`config.mk`:
```
export PLATFORM = sky130hd
export DESIGN_NAME = rectifier_ripple_supply_scale_unit_flat
export DESIGN_NICKNAME = d
export VERILOG_FILES = /design/src/rtl/rrss_pkg.sv /design/src/rtl/rrss_if.sv /design/src/rtl/rectifier_ripple_supply_scale_unit.sv /design/src/flat_wrapper.sv
export SDC_FILE = /design/constraint.sdc
export NUM_CORES = 2
export LEC_CHECK = 0
export BUFFER_PORTS_ARGS = -buffer_cell sky130_fd_sc_hd__buf_2
export CORE_ASPECT_RATIO = 0.6
export CORE_MARGIN = 8
export CORE_UTILIZATION = 42
export CTS_BUF_LIST = sky130_fd_sc_hd__clkbuf_4
export DETAILED_ROUTE_END_ITERATION = 10
export RECOVER_POWER = 25
export SLEW_MARGIN = 20
export SYNTH_ARGS = -nofsm -noshare
export SYNTH_HDL_FRONTEND = slang
export SYNTH_SLANG_ARGS = --single-unit
```
`constraint.sdc`:
```
create_clock -name i_clk -period 8.8 [get_ports i_clk]
set_input_delay 0.44 -clock i_clk [delete_from_list [all_inputs] [get_ports i_clk]]
set_output_delay 0.44 -clock i_clk [all_outputs]
set_load 0.005 [all_outputs]
```
`src/rtl/rrss_pkg.sv`:
```
package rrss_pkg;

    localparam int unsigned SAMPLE_W = 16;
    localparam int unsigned CFG_IDX_W = 3;
    localparam int unsigned CFG_DATA_W = 32;
    localparam int unsigned PROD_W = 56;
    localparam int unsigned OP_A_W = 32;
    localparam int unsigned OP_B_W = 24;
    localparam int unsigned ACC_W = 38;

    localparam int signed ONE_Q14 = 16384;
    localparam int signed TWO_OVER_PI_Q14 = 10430;
    localparam int signed NEWTON_THREE = 3;
    localparam int unsigned STEP_COS_RST = 16384;
    localparam int unsigned INV_SPAN_RST = 256;

    typedef logic signed [PROD_W-1:0] t_prod;

    typedef enum logic [CFG_IDX_W-1:0] {
        REG_STEP_COS      = 3'd0,
        REG_STEP_SIN      = 3'd1,
        REG_HARMONIC_MIX  = 3'd2,
        REG_SAG_START     = 3'd3,
        REG_SAG_INV_SPAN  = 3'd4,
        REG_GAIN_SAG      = 3'd5,
        REG_RIPPLE_COEFFS = 3'd6,
        REG_GAIN_LIMITS   = 3'd7
    } t_reg_idx;

    typedef enum logic [4:0] {
        S_IDLE,
        S_ADV_CSC,
        S_ADV_SSS,
        S_ADV_SSC,
        S_ADV_CSS,
        S_ADV_NC2,
        S_ADV_NS2,
        S_ADV_G,
        S_ADV_CG,
        S_ADV_SG,
        S_ADV_SW,
        S_SC,
        S_MIX,
        S_WAVE,
        S_LOAD,
        S_GT,
        S_KLT,
        S_KSUM,
        S_RG,
        S_RGR,
        S_WRG,
        S_FAC,
        S_BF,
        S_OUT
    } t_state;

    // floor((v + 2^(sh-1)) / 2^sh)
    function automatic t_prod rshr(input t_prod v, input logic [5:0] sh);
        t_prod half;
        half = t_prod'(1) <<< (sh - 6'd1);
        return (v + half) >>> sh;
    endfunction

    function automatic logic signed [15:0] sat16(input t_prod v);
        if (v > t_prod'(32767)) begin
            return 16'sh7fff;
        end else if (v < t_prod'(-32768)) begin
            return 16'sh8000;
        end
        return v[15:0];
    endfunction

endpackage

```
`src/rtl/rrss_if.sv`:
```
interface rrss_in_if;
    logic                               valid;
    logic                               ready;
    logic                               restart;
    logic                               advance;
    logic [rrss_pkg::SAMPLE_W-1:0]      sag_env;
    logic [rrss_pkg::SAMPLE_W-1:0]      branch_depth;

    modport source (output valid, output restart, output advance, output sag_env,
                    output branch_depth, input ready);
    modport sink (input valid, input restart, input advance, input sag_env,
                  input branch_depth, output ready);
endinterface

interface rrss_out_if;
    logic                               valid;
    logic                               ready;
    logic [rrss_pkg::SAMPLE_W-1:0]      supply_scale;
    logic signed [rrss_pkg::SAMPLE_W-1:0] ripple_wave;

    modport source (output valid, output supply_scale, output ripple_wave, input ready);
    modport sink (input valid, input supply_scale, input ripple_wave, output ready);
endinterface

interface rrss_cfg_if;
    logic                               valid;
    logic                               ready;
    logic [rrss_pkg::CFG_IDX_W-1:0]     index;
    logic [rrss_pkg::CFG_DATA_W-1:0]    data;

    modport source (output valid, output index, output data, input ready);
    modport sink (input valid, input index, input data, output ready);
endinterface

```
`src/rtl/rectifier_ripple_supply_scale_unit.sv`:
```
// Rectifier ripple supply scale. Per sample: optional oscillator restart, optional
// rotation with a one-step Newton renormalization, then ripple wave, load fraction and
// the clamped Q2.14 supply scale. All products go through one registered 32x24 signed
// multiplier stepped by a sequencer, so one sample is in flight at a time. The oscillator
// advances only when advance is set and step_sin is nonzero. The result sits in an
// output register; the next sample is accepted while it waits, and the sequencer stalls
// in its last step only if that register is still full. Configuration writes are always
// accepted and must come while idle.
module rectifier_ripple_supply_scale_unit (
    input  logic        i_clk,
    input  logic        i_rst_n,
    rrss_cfg_if.sink    i_cfg,
    rrss_in_if.sink     i_in,
    rrss_out_if.source  o_out
);

    rrss_pkg::t_state r_state;
    rrss_pkg::t_state n_state;

    // configuration
    logic signed [15:0] r_step_cos;
    logic signed [15:0] r_step_sin;
    logic signed [15:0] r_mix;
    logic [15:0]        r_sag_start;
    logic [15:0]        r_inv_span;
    logic [15:0]        r_gsag;
    logic [31:0]        r_coeffs;
    logic [31:0]        r_limits;

    // oscillator
    logic signed [15:0] r_cos;
    logic signed [15:0] r_sin;

    // working registers
    logic [15:0]                        r_env;
    logic [15:0]                        r_branch;
    rrss_pkg::t_prod                    r_prod;
    logic signed [rrss_pkg::ACC_W-1:0]  r_acc;
    logic signed [18:0]                 r_nc;
    logic signed [18:0]                 r_ns;
    logic signed [21:0]                 r_g;
    logic signed [15:0]                 r_wave;
    logic [14:0]                        r_t;
    logic signed [17:0]                 r_base;

    // output register
    logic               r_ovalid;
    logic [15:0]        r_out_scale;
    logic signed [15:0] r_out_wave;

    logic                                w_mul_en;
    logic signed [rrss_pkg::OP_A_W-1:0]  w_op_a;
    logic signed [rrss_pkg::OP_B_W-1:0]  w_op_b;
    logic                                w_in_acc;
    logic                                w_out_load;

    rrss_pkg::t_prod    w_r14;
    rrss_pkg::t_prod    w_r8;
    rrss_pkg::t_prod    w_r27;
    rrss_pkg::t_prod    w_sum;
    rrss_pkg::t_prod    w_wave_sum;
    rrss_pkg::t_prod    w_g_arg;
    logic [16:0]        w_abs_s;
    logic [16:0]        w_d;
    logic               w_d_pos;
    logic [14:0]        w_t;
    logic [15:0]        w_lo;
    logic [15:0]        w_hi;
    rrss_pkg::t_prod    w_clamp;
    logic [15:0]        w_scale;

    assign i_cfg.ready      = 1'b1;
    assign i_in.ready       = (r_state == rrss_pkg::S_IDLE);
    assign w_in_acc         = i_in.valid && (r_state == rrss_pkg::S_IDLE);
    assign o_out.valid      = r_ovalid;
    assign o_out.supply_scale = r_out_scale;
    assign o_out.ripple_wave  = r_out_wave;

    // rounded views of the last product
    assign w_r14 = rrss_pkg::rshr(r_prod, 6'd14);
    assign w_r8  = rrss_pkg::rshr(r_prod, 6'd8);
    assign w_r27 = rrss_pkg::rshr(r_prod, 6'd27);
    assign w_sum = rrss_pkg::t_prod'(r_acc) + r_prod;
    assign w_g_arg = (rrss_pkg::t_prod'(rrss_pkg::NEWTON_THREE) <<< 28) - w_sum;

    assign w_abs_s = r_sin[15] ? (17'd0 - {r_sin[15], r_sin}) : {1'b0, r_sin};
    assign w_wave_sum = rrss_pkg::t_prod'(w_abs_s)
                      - rrss_pkg::t_prod'(rrss_pkg::TWO_OVER_PI_Q14) + w_r27;

    assign w_d     = {1'b0, r_env} - {1'b0, r_sag_start};
    assign w_d_pos = !w_d[16] && (w_d != 17'd0);

    always_comb begin
        if (!w_d_pos || (r_inv_span == 16'd0)) begin
            w_t = 15'd0;
        end else if (w_r8 > rrss_pkg::t_prod'(rrss_pkg::ONE_Q14)) begin
            w_t = 15'(rrss_pkg::ONE_Q14);
        end else begin
            w_t = w_r8[14:0];
        end
    end

    assign w_lo = (r_limits[15:0] < r_limits[31:16]) ? r_limits[15:0] : r_limits[31:16];
    assign w_hi = (r_limits[15:0] < r_limits[31:16]) ? r_limits[31:16] : r_limits[15:0];

    always_comb begin
        w_clamp = w_r14;
        if (w_hi != 16'd0) begin
            if (w_clamp < rrss_pkg::t_prod'(w_lo)) begin
                w_clamp = rrss_pkg::t_prod'(w_lo);
            end
            if (w_clamp > rrss_pkg::t_prod'(w_hi)) begin
                w_clamp = rrss_pkg::t_prod'(w_hi);
            end
        end
        if (w_clamp < rrss_pkg::t_prod'(0)) begin
            w_scale = 16'd0;
        end else if (w_clamp > rrss_pkg::t_prod'(65535)) begin
            w_scale = 16'hffff;
        end else begin
            w_scale = w_clamp[15:0];
        end
    end

    assign w_out_load = (r_state == rrss_pkg::S_OUT) && (!r_ovalid || o_out.ready);

    // sequencer: next state and multiplier operands
    always_comb begin
        n_state  = r_state;
        w_mul_en = 1'b0;
        w_op_a   = '0;
        w_op_b   = '0;
        case (r_state)
            rrss_pkg::S_IDLE: begin
                if (i_in.valid) begin
                    if (i_in.advance && (r_step_sin != 16'sd0)) begin
                        n_state = rrss_pkg::S_ADV_CSC;
                    end else begin
                        n_state = rrss_pkg::S_SC;
                    end
                end
            end
            rrss_pkg::S_ADV_CSC: begin
                w_mul_en = 1'b1;
                w_op_a   = 32'(r_cos);
                w_op_b   = 24'(r_step_cos);
                n_state  = rrss_pkg::S_ADV_SSS;
            end
            rrss_pkg::S_ADV_SSS: begin
                w_mul_en = 1'b1;
                w_op_a   = 32'(r_sin);
                w_op_b   = 24'(r_step_sin);
                n_state  = rrss_pkg::S_ADV_SSC;
            end
            rrss_pkg::S_ADV_SSC: begin
                w_mul_en = 1'b1;
                w_op_a   = 32'(r_sin);
                w_op_b   = 24'(r_step_cos);
                n_state  = rrss_pkg::S_ADV_CSS;
            end
            rrss_pkg::S_ADV_CSS: begin
                w_mul_en = 1'b1;
                w_op_a   = 32'(r_cos);
                w_op_b   = 24'(r_step_sin);
                n_state  = rrss_pkg::S_ADV_NC2;
            end
            rrss_pkg::S_ADV_NC2: begin
                w_mul_en = 1'b1;
                w_op_a   = 32'(r_nc);
                w_op_b   = 24'(r_nc);
                n_state  = rrss_pkg::S_ADV_NS2;
            end
            rrss_pkg::S_ADV_NS2: begin
                w_mul_en = 1'b1;
                w_op_a   = 32'(r_ns);
                w_op_b   = 24'(r_ns);
                n_state  = rrss_pkg::S_ADV_G;
            end
            rrss_pkg::S_ADV_G: begin
                n_state = rrss_pkg::S_ADV_CG;
            end
            rrss_pkg::S_ADV_CG: begin
                w_mul_en = 1'b1;
                w_op_a   = 32'(r_nc);
                w_op_b   = 24'(r_g);
                n_state  = rrss_pkg::S_ADV_SG;
            end
            rrss_pkg::S_ADV_SG: begin
                w_mul_en = 1'b1;
                w_op_a   = 32'(r_ns);
                w_op_b   = 24'(r_g);
                n_state  = rrss_pkg::S_ADV_SW;
            end
            rrss_pkg::S_ADV_SW: begin
                n_state = rrss_pkg::S_SC;
            end
            rrss_pkg::S_SC: begin
                w_mul_en = 1'b1;
                w_op_a   = 32'(r_cos);
                w_op_b   = 24'(r_sin);
                n_state  = rrss_pkg::S_MIX;
            end
            rrss_pkg::S_MIX: begin
                w_mul_en = 1'b1;
                w_op_a   = r_prod[31:0];
                w_op_b   = 24'(r_mix);
                n_state  = rrss_pkg::S_WAVE;
            end
            rrss_pkg::S_WAVE: begin
                w_mul_en = 1'b1;
                w_op_a   = 32'(w_d[15:0]);
                w_op_b   = 24'(r_inv_span);
                n_state  = rrss_pkg::S_LOAD;
            end
            rrss_pkg::S_LOAD: begin
                n_state = rrss_pkg::S_GT;
            end
            rrss_pkg::S_GT: begin
                w_mul_en = 1'b1;
                w_op_a   = 32'(r_t);
                w_op_b   = 24'(r_gsag);
                n_state  = rrss_pkg::S_KLT;
            end
            rrss_pkg::S_KLT: begin
                w_mul_en = 1'b1;
                w_op_a   = 32'(r_t);
                w_op_b   = 24'(r_coeffs[31:16]);
                n_state  = rrss_pkg::S_KSUM;
            end
            rrss_pkg::S_KSUM: begin
                n_state = rrss_pkg::S_RG;
            end
            rrss_pkg::S_RG: begin
                w_mul_en = 1'b1;
                w_op_a   = r_acc[31:0];
                w_op_b   = 24'(r_branch);
                n_state  = rrss_pkg::S_RGR;
            end
            rrss_pkg::S_RGR: begin
                n_state = rrss_pkg::S_WRG;
            end
            rrss_pkg::S_WRG: begin
                w_mul_en = 1'b1;
                w_op_a   = r_acc[31:0];
                w_op_b   = 24'(r_wave);
                n_state  = rrss_pkg::S_FAC;
            end
            rrss_pkg::S_FAC: begin
                n_state = rrss_pkg::S_BF;
            end
            rrss_pkg::S_BF: begin
                w_mul_en = 1'b1;
                w_op_a   = 32'(r_base);
                w_op_b   = r_acc[23:0];
                n_state  = rrss_pkg::S_OUT;
            end
            rrss_pkg::S_OUT: begin
                // hold until the output register is free
                if (!r_ovalid || o_out.ready) begin
                    n_state = rrss_pkg::S_IDLE;
                end
            end
            default: begin
                n_state = rrss_pkg::S_IDLE;
            end
        endcase
    end

    always_ff @(posedge i_clk) begin
        if (!i_rst_n) begin
            r_state <= rrss_pkg::S_IDLE;
        end else begin
            r_state <= n_state;
        end
    end

    // configuration, oscillator and output valid
    always_ff @(posedge i_clk) begin
        if (!i_rst_n) begin
            r_step_cos  <= 16'(rrss_pkg::STEP_COS_RST);
            r_step_sin  <= '0;
            r_mix       <= '0;
            r_sag_start <= '0;
            r_inv_span  <= 16'(rrss_pkg::INV_SPAN_RST);
            r_gsag      <= '0;
            r_coeffs    <= '0;
            r_limits    <= '0;
            r_cos       <= 16'(rrss_pkg::ONE_Q14);
            r_sin       <= '0;
            r_ovalid    <= 1'b0;
        end else begin
            if (i_cfg.valid) begin
                case (rrss_pkg::t_reg_idx'(i_cfg.index))
                    rrss_pkg::REG_STEP_COS:      r_step_cos  <= i_cfg.data[15:0];
                    rrss_pkg::REG_STEP_SIN:      r_step_sin  <= i_cfg.data[15:0];
                    rrss_pkg::REG_HARMONIC_MIX:  r_mix       <= i_cfg.data[15:0];
                    rrss_pkg::REG_SAG_START:     r_sag_start <= i_cfg.data[15:0];
                    rrss_pkg::REG_SAG_INV_SPAN:  r_inv_span  <= i_cfg.data[15:0];
                    rrss_pkg::REG_GAIN_SAG:      r_gsag      <= i_cfg.data[15:0];
                    rrss_pkg::REG_RIPPLE_COEFFS: r_coeffs    <= i_cfg.data;
                    rrss_pkg::REG_GAIN_LIMITS:   r_limits    <= i_cfg.data;
                    default: ;
                endcase
            end
            if (w_in_acc && i_in.restart) begin
                r_cos <= 16'(rrss_pkg::ONE_Q14);
                r_sin <= '0;
            end
            if (r_state == rrss_pkg::S_ADV_SG) begin
                r_cos <= rrss_pkg::sat16(w_r14);
            end
            if (r_state == rrss_pkg::S_ADV_SW) begin
                r_sin <= rrss_pkg::sat16(w_r14);
            end
            if (w_out_load) begin
                r_ovalid <= 1'b1;
            end else if (o_out.ready) begin
                r_ovalid <= 1'b0;
            end
        end
    end

    // datapath
    always_ff @(posedge i_clk) begin
        if (w_mul_en) begin
            r_prod <= rrss_pkg::t_prod'(w_op_a) * rrss_pkg::t_prod'(w_op_b);
        end
        if (w_in_acc) begin
            r_env    <= i_in.sag_env;
            r_branch <= i_in.branch_depth;
        end
        if (w_out_load) begin
            r_out_scale <= w_scale;
            r_out_wave  <= r_wave;
        end
        case (r_state)
            rrss_pkg::S_ADV_SSS: r_acc  <= rrss_pkg::ACC_W'(r_prod);
            rrss_pkg::S_ADV_SSC: begin
                r_nc <= 19'(rrss_pkg::rshr(rrss_pkg::t_prod'(r_acc) - r_prod, 6'd14));
            end
            rrss_pkg::S_ADV_CSS: r_acc  <= rrss_pkg::ACC_W'(r_prod);
            rrss_pkg::S_ADV_NC2: r_ns   <= 19'(rrss_pkg::rshr(w_sum, 6'd14));
            rrss_pkg::S_ADV_NS2: r_acc  <= rrss_pkg::ACC_W'(r_prod);
            rrss_pkg::S_ADV_G:   r_g    <= 22'(rrss_pkg::rshr(w_g_arg, 6'd15));
            rrss_pkg::S_WAVE:    r_wave <= rrss_pkg::sat16(w_wave_sum);
            rrss_pkg::S_LOAD:    r_t    <= w_t;
            rrss_pkg::S_KLT: begin
                r_base <= 18'(rrss_pkg::t_prod'(rrss_pkg::ONE_Q14) - w_r14);
            end
            rrss_pkg::S_KSUM: begin
                r_acc <= rrss_pkg::ACC_W'(rrss_pkg::t_prod'(r_coeffs[15:0]) + w_r14);
            end
            rrss_pkg::S_RGR:     r_acc  <= rrss_pkg::ACC_W'(w_r14);
            rrss_pkg::S_FAC: begin
                r_acc <= rrss_pkg::ACC_W'(rrss_pkg::t_prod'(rrss_pkg::ONE_Q14) + w_r14);
            end
            default: ;
        endcase
    end

endmodule
```
`src/flat_wrapper.sv`:
```
// flat-port wrapper written by rule: the top's interface ports become plain ports
module rectifier_ripple_supply_scale_unit_flat 
  (i_clk, i_rst_n, i_cfg_valid, i_cfg_index, i_cfg_data, i_cfg_ready, i_in_valid, i_in_restart, i_in_advance, i_in_sag_env, i_in_branch_depth, i_in_ready, o_out_valid, o_out_supply_scale, o_out_ripple_wave, o_out_ready);
  rrss_cfg_if i_cfg_i ();
  rrss_in_if i_in_i ();
  rrss_out_if o_out_i ();
  input  logic i_clk;
  input  logic i_rst_n;
  input wire logic [$bits(i_cfg_i.valid)-1:0] i_cfg_valid;
  input wire logic [$bits(i_cfg_i.index)-1:0] i_cfg_index;
  input wire logic [$bits(i_cfg_i.data)-1:0] i_cfg_data;
  output wire logic [$bits(i_cfg_i.ready)-1:0] i_cfg_ready;
  input wire logic [$bits(i_in_i.valid)-1:0] i_in_valid;
  input wire logic [$bits(i_in_i.restart)-1:0] i_in_restart;
  input wire logic [$bits(i_in_i.advance)-1:0] i_in_advance;
  input wire logic [$bits(i_in_i.sag_env)-1:0] i_in_sag_env;
  input wire logic [$bits(i_in_i.branch_depth)-1:0] i_in_branch_depth;
  output wire logic [$bits(i_in_i.ready)-1:0] i_in_ready;
  output wire logic [$bits(o_out_i.valid)-1:0] o_out_valid;
  output wire logic [$bits(o_out_i.supply_scale)-1:0] o_out_supply_scale;
  output wire logic [$bits(o_out_i.ripple_wave)-1:0] o_out_ripple_wave;
  input wire logic [$bits(o_out_i.ready)-1:0] o_out_ready;
  assign i_cfg_i.valid = i_cfg_valid;
  assign i_cfg_i.index = i_cfg_index;
  assign i_cfg_i.data = i_cfg_data;
  assign i_cfg_ready = i_cfg_i.ready;
  assign i_in_i.valid = i_in_valid;
  assign i_in_i.restart = i_in_restart;
  assign i_in_i.advance = i_in_advance;
  assign i_in_i.sag_env = i_in_sag_env;
  assign i_in_i.branch_depth = i_in_branch_depth;
  assign i_in_ready = i_in_i.ready;
  assign o_out_valid = o_out_i.valid;
  assign o_out_supply_scale = o_out_i.supply_scale;
  assign o_out_ripple_wave = o_out_i.ripple_wave;
  assign o_out_i.ready = o_out_ready;
  rectifier_ripple_supply_scale_unit u_core (.i_clk(i_clk), .i_rst_n(i_rst_n), .i_cfg(i_cfg_i), .i_in(i_in_i), .o_out(o_out_i));
endmodule
```
==> summary.txt <==
Routing
  • DRT Pass-1 Iters: 7
  • Vias/cell: between 5 and 6
  • DRT iter0 DRCs: between 7000 and 8000
  • # DRC: 0
  • Wire per inst: between 20 and 30 um
  • WL final: around 250 mm
  • Vias post-DR: ~55000
  • Antenna viol nets, final: 0

Timing
  • Max_slew headroom: -33.3%
  • WHS: around 110 ps
  • Slew Limit Fails: 109
  • Count of final setup violators: 33
  • Min Clock Period, post-route: between 9000 and 10000 ps
  • Setup WS post-layout: -546 ps
  • RSZ-0062 raised after global routing: yes
  • Final Hold Fails: 0
  • Fmax: about 110 MHz
  • Clk_skew: 107 ps
  • Post-route clock period utilization: 106%
  • Worst Tran Pin Value: 2000 ps

Clock tree
  • Clock Latency Late Sink: around 1100 ps
  • Clock sinks: 464
  • TritonCTS clock tree: yes
  • H-Tree Depth: 3
  • Reg clk slew, reported paths: 80 ps
  • CTS Buffer Depth: 3
  • Root Driver: clkbuf_4
  • CTS Buf Count: 110

Yosys
  • Ys flop type: edfxtp_1
  • Synthesized area: just under 60000 um2
  • Async SR Flop Fraction: 0%
  • Syn. warnings: 0
  • Synth area leader: fa_1
  • Top cell type's share of synthesized area: a little over a quarter
  • Gate Count Post-Synth: approximately 6600
  • Top cells by count, synth: 1145 x nand2_1, 927 x inv_1, 787 x fa_1
  • Synth unique cells: 88
  • Register area share after synthesis: about a fifth
  • Count leader, synth: nand2_1
  • Synth Register Bits: between 400 and 500
  • Syn avg cell area: 8.80 um2
  • EDFF count, synth: between 200 and 300
  • Syn nets: between 7000 and 8000
  • Synth top area cells: fa_1 27%, edfxtp_1 14%, ha_1 7.9%, nand2_1 7.3%, dfxtp_1 6.8%

Critical path
  • Most used cell, CP: fa_1
  • Startpoint types: flop
  • WP data arrival: a little over 10000 ps
  • CP endpoint kind: flop
  • Req. time, crit path: between 9000 and 10000 ps
  • Critical path's slowest cell: fa_1
  • CP max stage delay: about 580 ps
  • Critical setup path kind: reg2reg
  • Crit Path Max Fanout: 4

Floorplanning
  • Initial core utilization: a little over two fifths
  • Io pins: 109
  • Area of the core: ~140000 um2
  • Die H: approximately 300 um
  • Die W: around 500 um
  • # rows: approximately 110
  • DIE AREA: ~150000 um2

Global routing
  • GRT Util Overall: around a third
  • Gr ovfl total: 0
  • Vias in the first global route: ~53000
  • Largest net degree at the start of global routing: 89
  • Initial antenna violation count: 13
  • First-pass GRT wire length: ~370 mm

Final layout
  • Final net count: ~8600
  • Share of layout cells above drive strength 1: between 10% and 20%
  • Post-layout util: between 50% and 60%
  • P&R area growth vs syn: 20.8%

Place
  • GP Congestion: approximately 1.0
  • IO Port Bufs: around 110
  • Final HPWL from detailed placement: about 210 mm

Flow run
  • Max cap viols: 4

Min path
  • Hold crit path type: in2reg

Pwr
  • Cell Pwr Density: between 300 and 400 nW/um2
  • P_leak: around 31 nW
  • Max IR drop VDD: about 0.17 mV

Run status
  • Outcome: complete, but fails checks
  • Violated checks: max-capacitance violations, max-slew violations, negative setup slack
==> registers in the layout, summed over array words and instances (netlist names), 16 cells and up <==
name	flops
u_core.r_coeffs	32
u_core.r_step_sin	16
u_core.r_step_cos	16
u_core.r_inv_span	16
u_core.r_acc	37
u_core.r_cos	16
u_core.r_gsag	16
u_core.r_limits	32
u_core.r_sag_start	16
u_core.r_sin	16
u_core.r_mix	16
u_core.r_branch	16
u_core.r_wave	16
u_core.r_base	18
u_core.r_ns	19
u_core.o_out.supply_scale	16
u_core.r_nc	19
u_core.r_g	22
u_core.r_prod	56
u_core.r_env	16
u_core.o_out.ripple_wave	16
==> metal layers <==
metal	track usage, %	part of all wire [%]	vias to the layer above
met5	0	0.018	-
met4	5.96	2.2	6
met3	15.0	17	381
met2	38.9	35	3401
met1	51.0	46	27113
li1	-	-	23641
==> cells in the final DEF (no fill, tap or decap), drive strengths merged, types with 25 or more instances in the layout <==
| master | count |
|---|---|
| a211oi | 25 |
| dlygate4sd3 | 74 |
| and2 | 117 |
| edfxtp | 266 |
| nand3 | 110 |
| nor2 | 323 |
| o21ai | 176 |
| nor3 | 94 |
| a22oi | 39 |
| nand2 | 1145 |
| inv | 931 |
| nand4 | 62 |
| a31oi | 31 |
| or3 | 26 |
| mux2i | 25 |
| a221oi | 63 |
| a22o | 71 |
| nor4 | 50 |
| clkinv | 34 |
| xor2 | 106 |
| a21oi | 402 |
| a222oi | 33 |
| o21a | 26 |
| nor2b | 43 |
| buf | 876 |
| fa | 787 |
| a21o | 88 |
| a221o | 40 |
| xnor2 | 227 |
| ha | 370 |
| nand2b | 51 |
| o221ai | 28 |
| clkbuf | 186 |
| and3 | 56 |
| dfxtp | 198 |
==> cell type report <==
class	count	area [um2]
inverters	931	3500
multi-input cells	4900	43200
clock buffers	168	1260
repair buffers	968	8180
fillers	13016	68100
flip-flops and latches	464	12000
clock inverters	37	249
diodes	8	20.0
well taps	1836	2300
==> worst paths after layout <==
| check | from | end | slack (ps) | cells after the start |
|---|---|---|---|---|
| worst min-delay path | i_in_branch_depth[10] | u_core.r_branch[10] | 110 | 2 |
| worst max register to register | u_core.r_env[0] | u_core.r_prod[48] | -550 | 43 |
| worst max-delay path | u_core.r_env[0] | u_core.r_prod[48] | -550 | 43 |
| worst min register to register | u_core.r_sag_start[10] | u_core.r_sag_start[10] | 450 | 2 |
==> repair_timing <==
item | CTS | global route
setup endpoints to repair | 35 | 37
buffers inserted | 41 | 24
gates cloned | 2 | 0
hold buffers | 74 | 0
pin swaps | 95 | 146
gates resized for setup | 192 | 139
hold endpoints to repair | 203 | 0
==> where the power goes <==
group	internal (mW)	switching [mW]
sequential	3.06	0.672
combinational	6.35	9.88
clock	0.965	1.06
==> kinds of logic after synthesis <==
family / Yosys count / share of synthesized area, %
mux: 25 / 0.428
compound gates: 1218 / 14.1
flops: 464 / 20.4
buf+inv: 1282 / 8.38
simple gates: 2166 / 16.8
xor+xnor: 333 / 5.00
fa+ha+maj: 1157 / 34.9
other cells: 1 / 0.00641
==> metrics by stage <==
stage | instances | setup TNS (ps) | worst slack (ps) | power (mW) | area (um2)
finish | 9312 | -9980 | -546 | 22.0 | 70700
CTS | 9288 | -8420 | -494 | 21.0 | 69900
global route | 9309 | -21240 | -937 | 23.2 | 70600
global placement | 8973 | -25000 | -1090 | 18.4 | 66600
floorplan | 6646 | -19.2 | -19.2 | 12.2 | 58600
detailed placement | 8973 | -26410 | -1110 | 18.5 | 66600
==> critical path, delay by kind of cell, from the launching register on <==
kind	cells	cell delay (ps)
compound gates	14	2510
fa+ha+maj	10	4420
buf+inv	11	960
flops	1	370
mux	1	200
simple gates	7	650
Power figures use the tool's default switching activity.
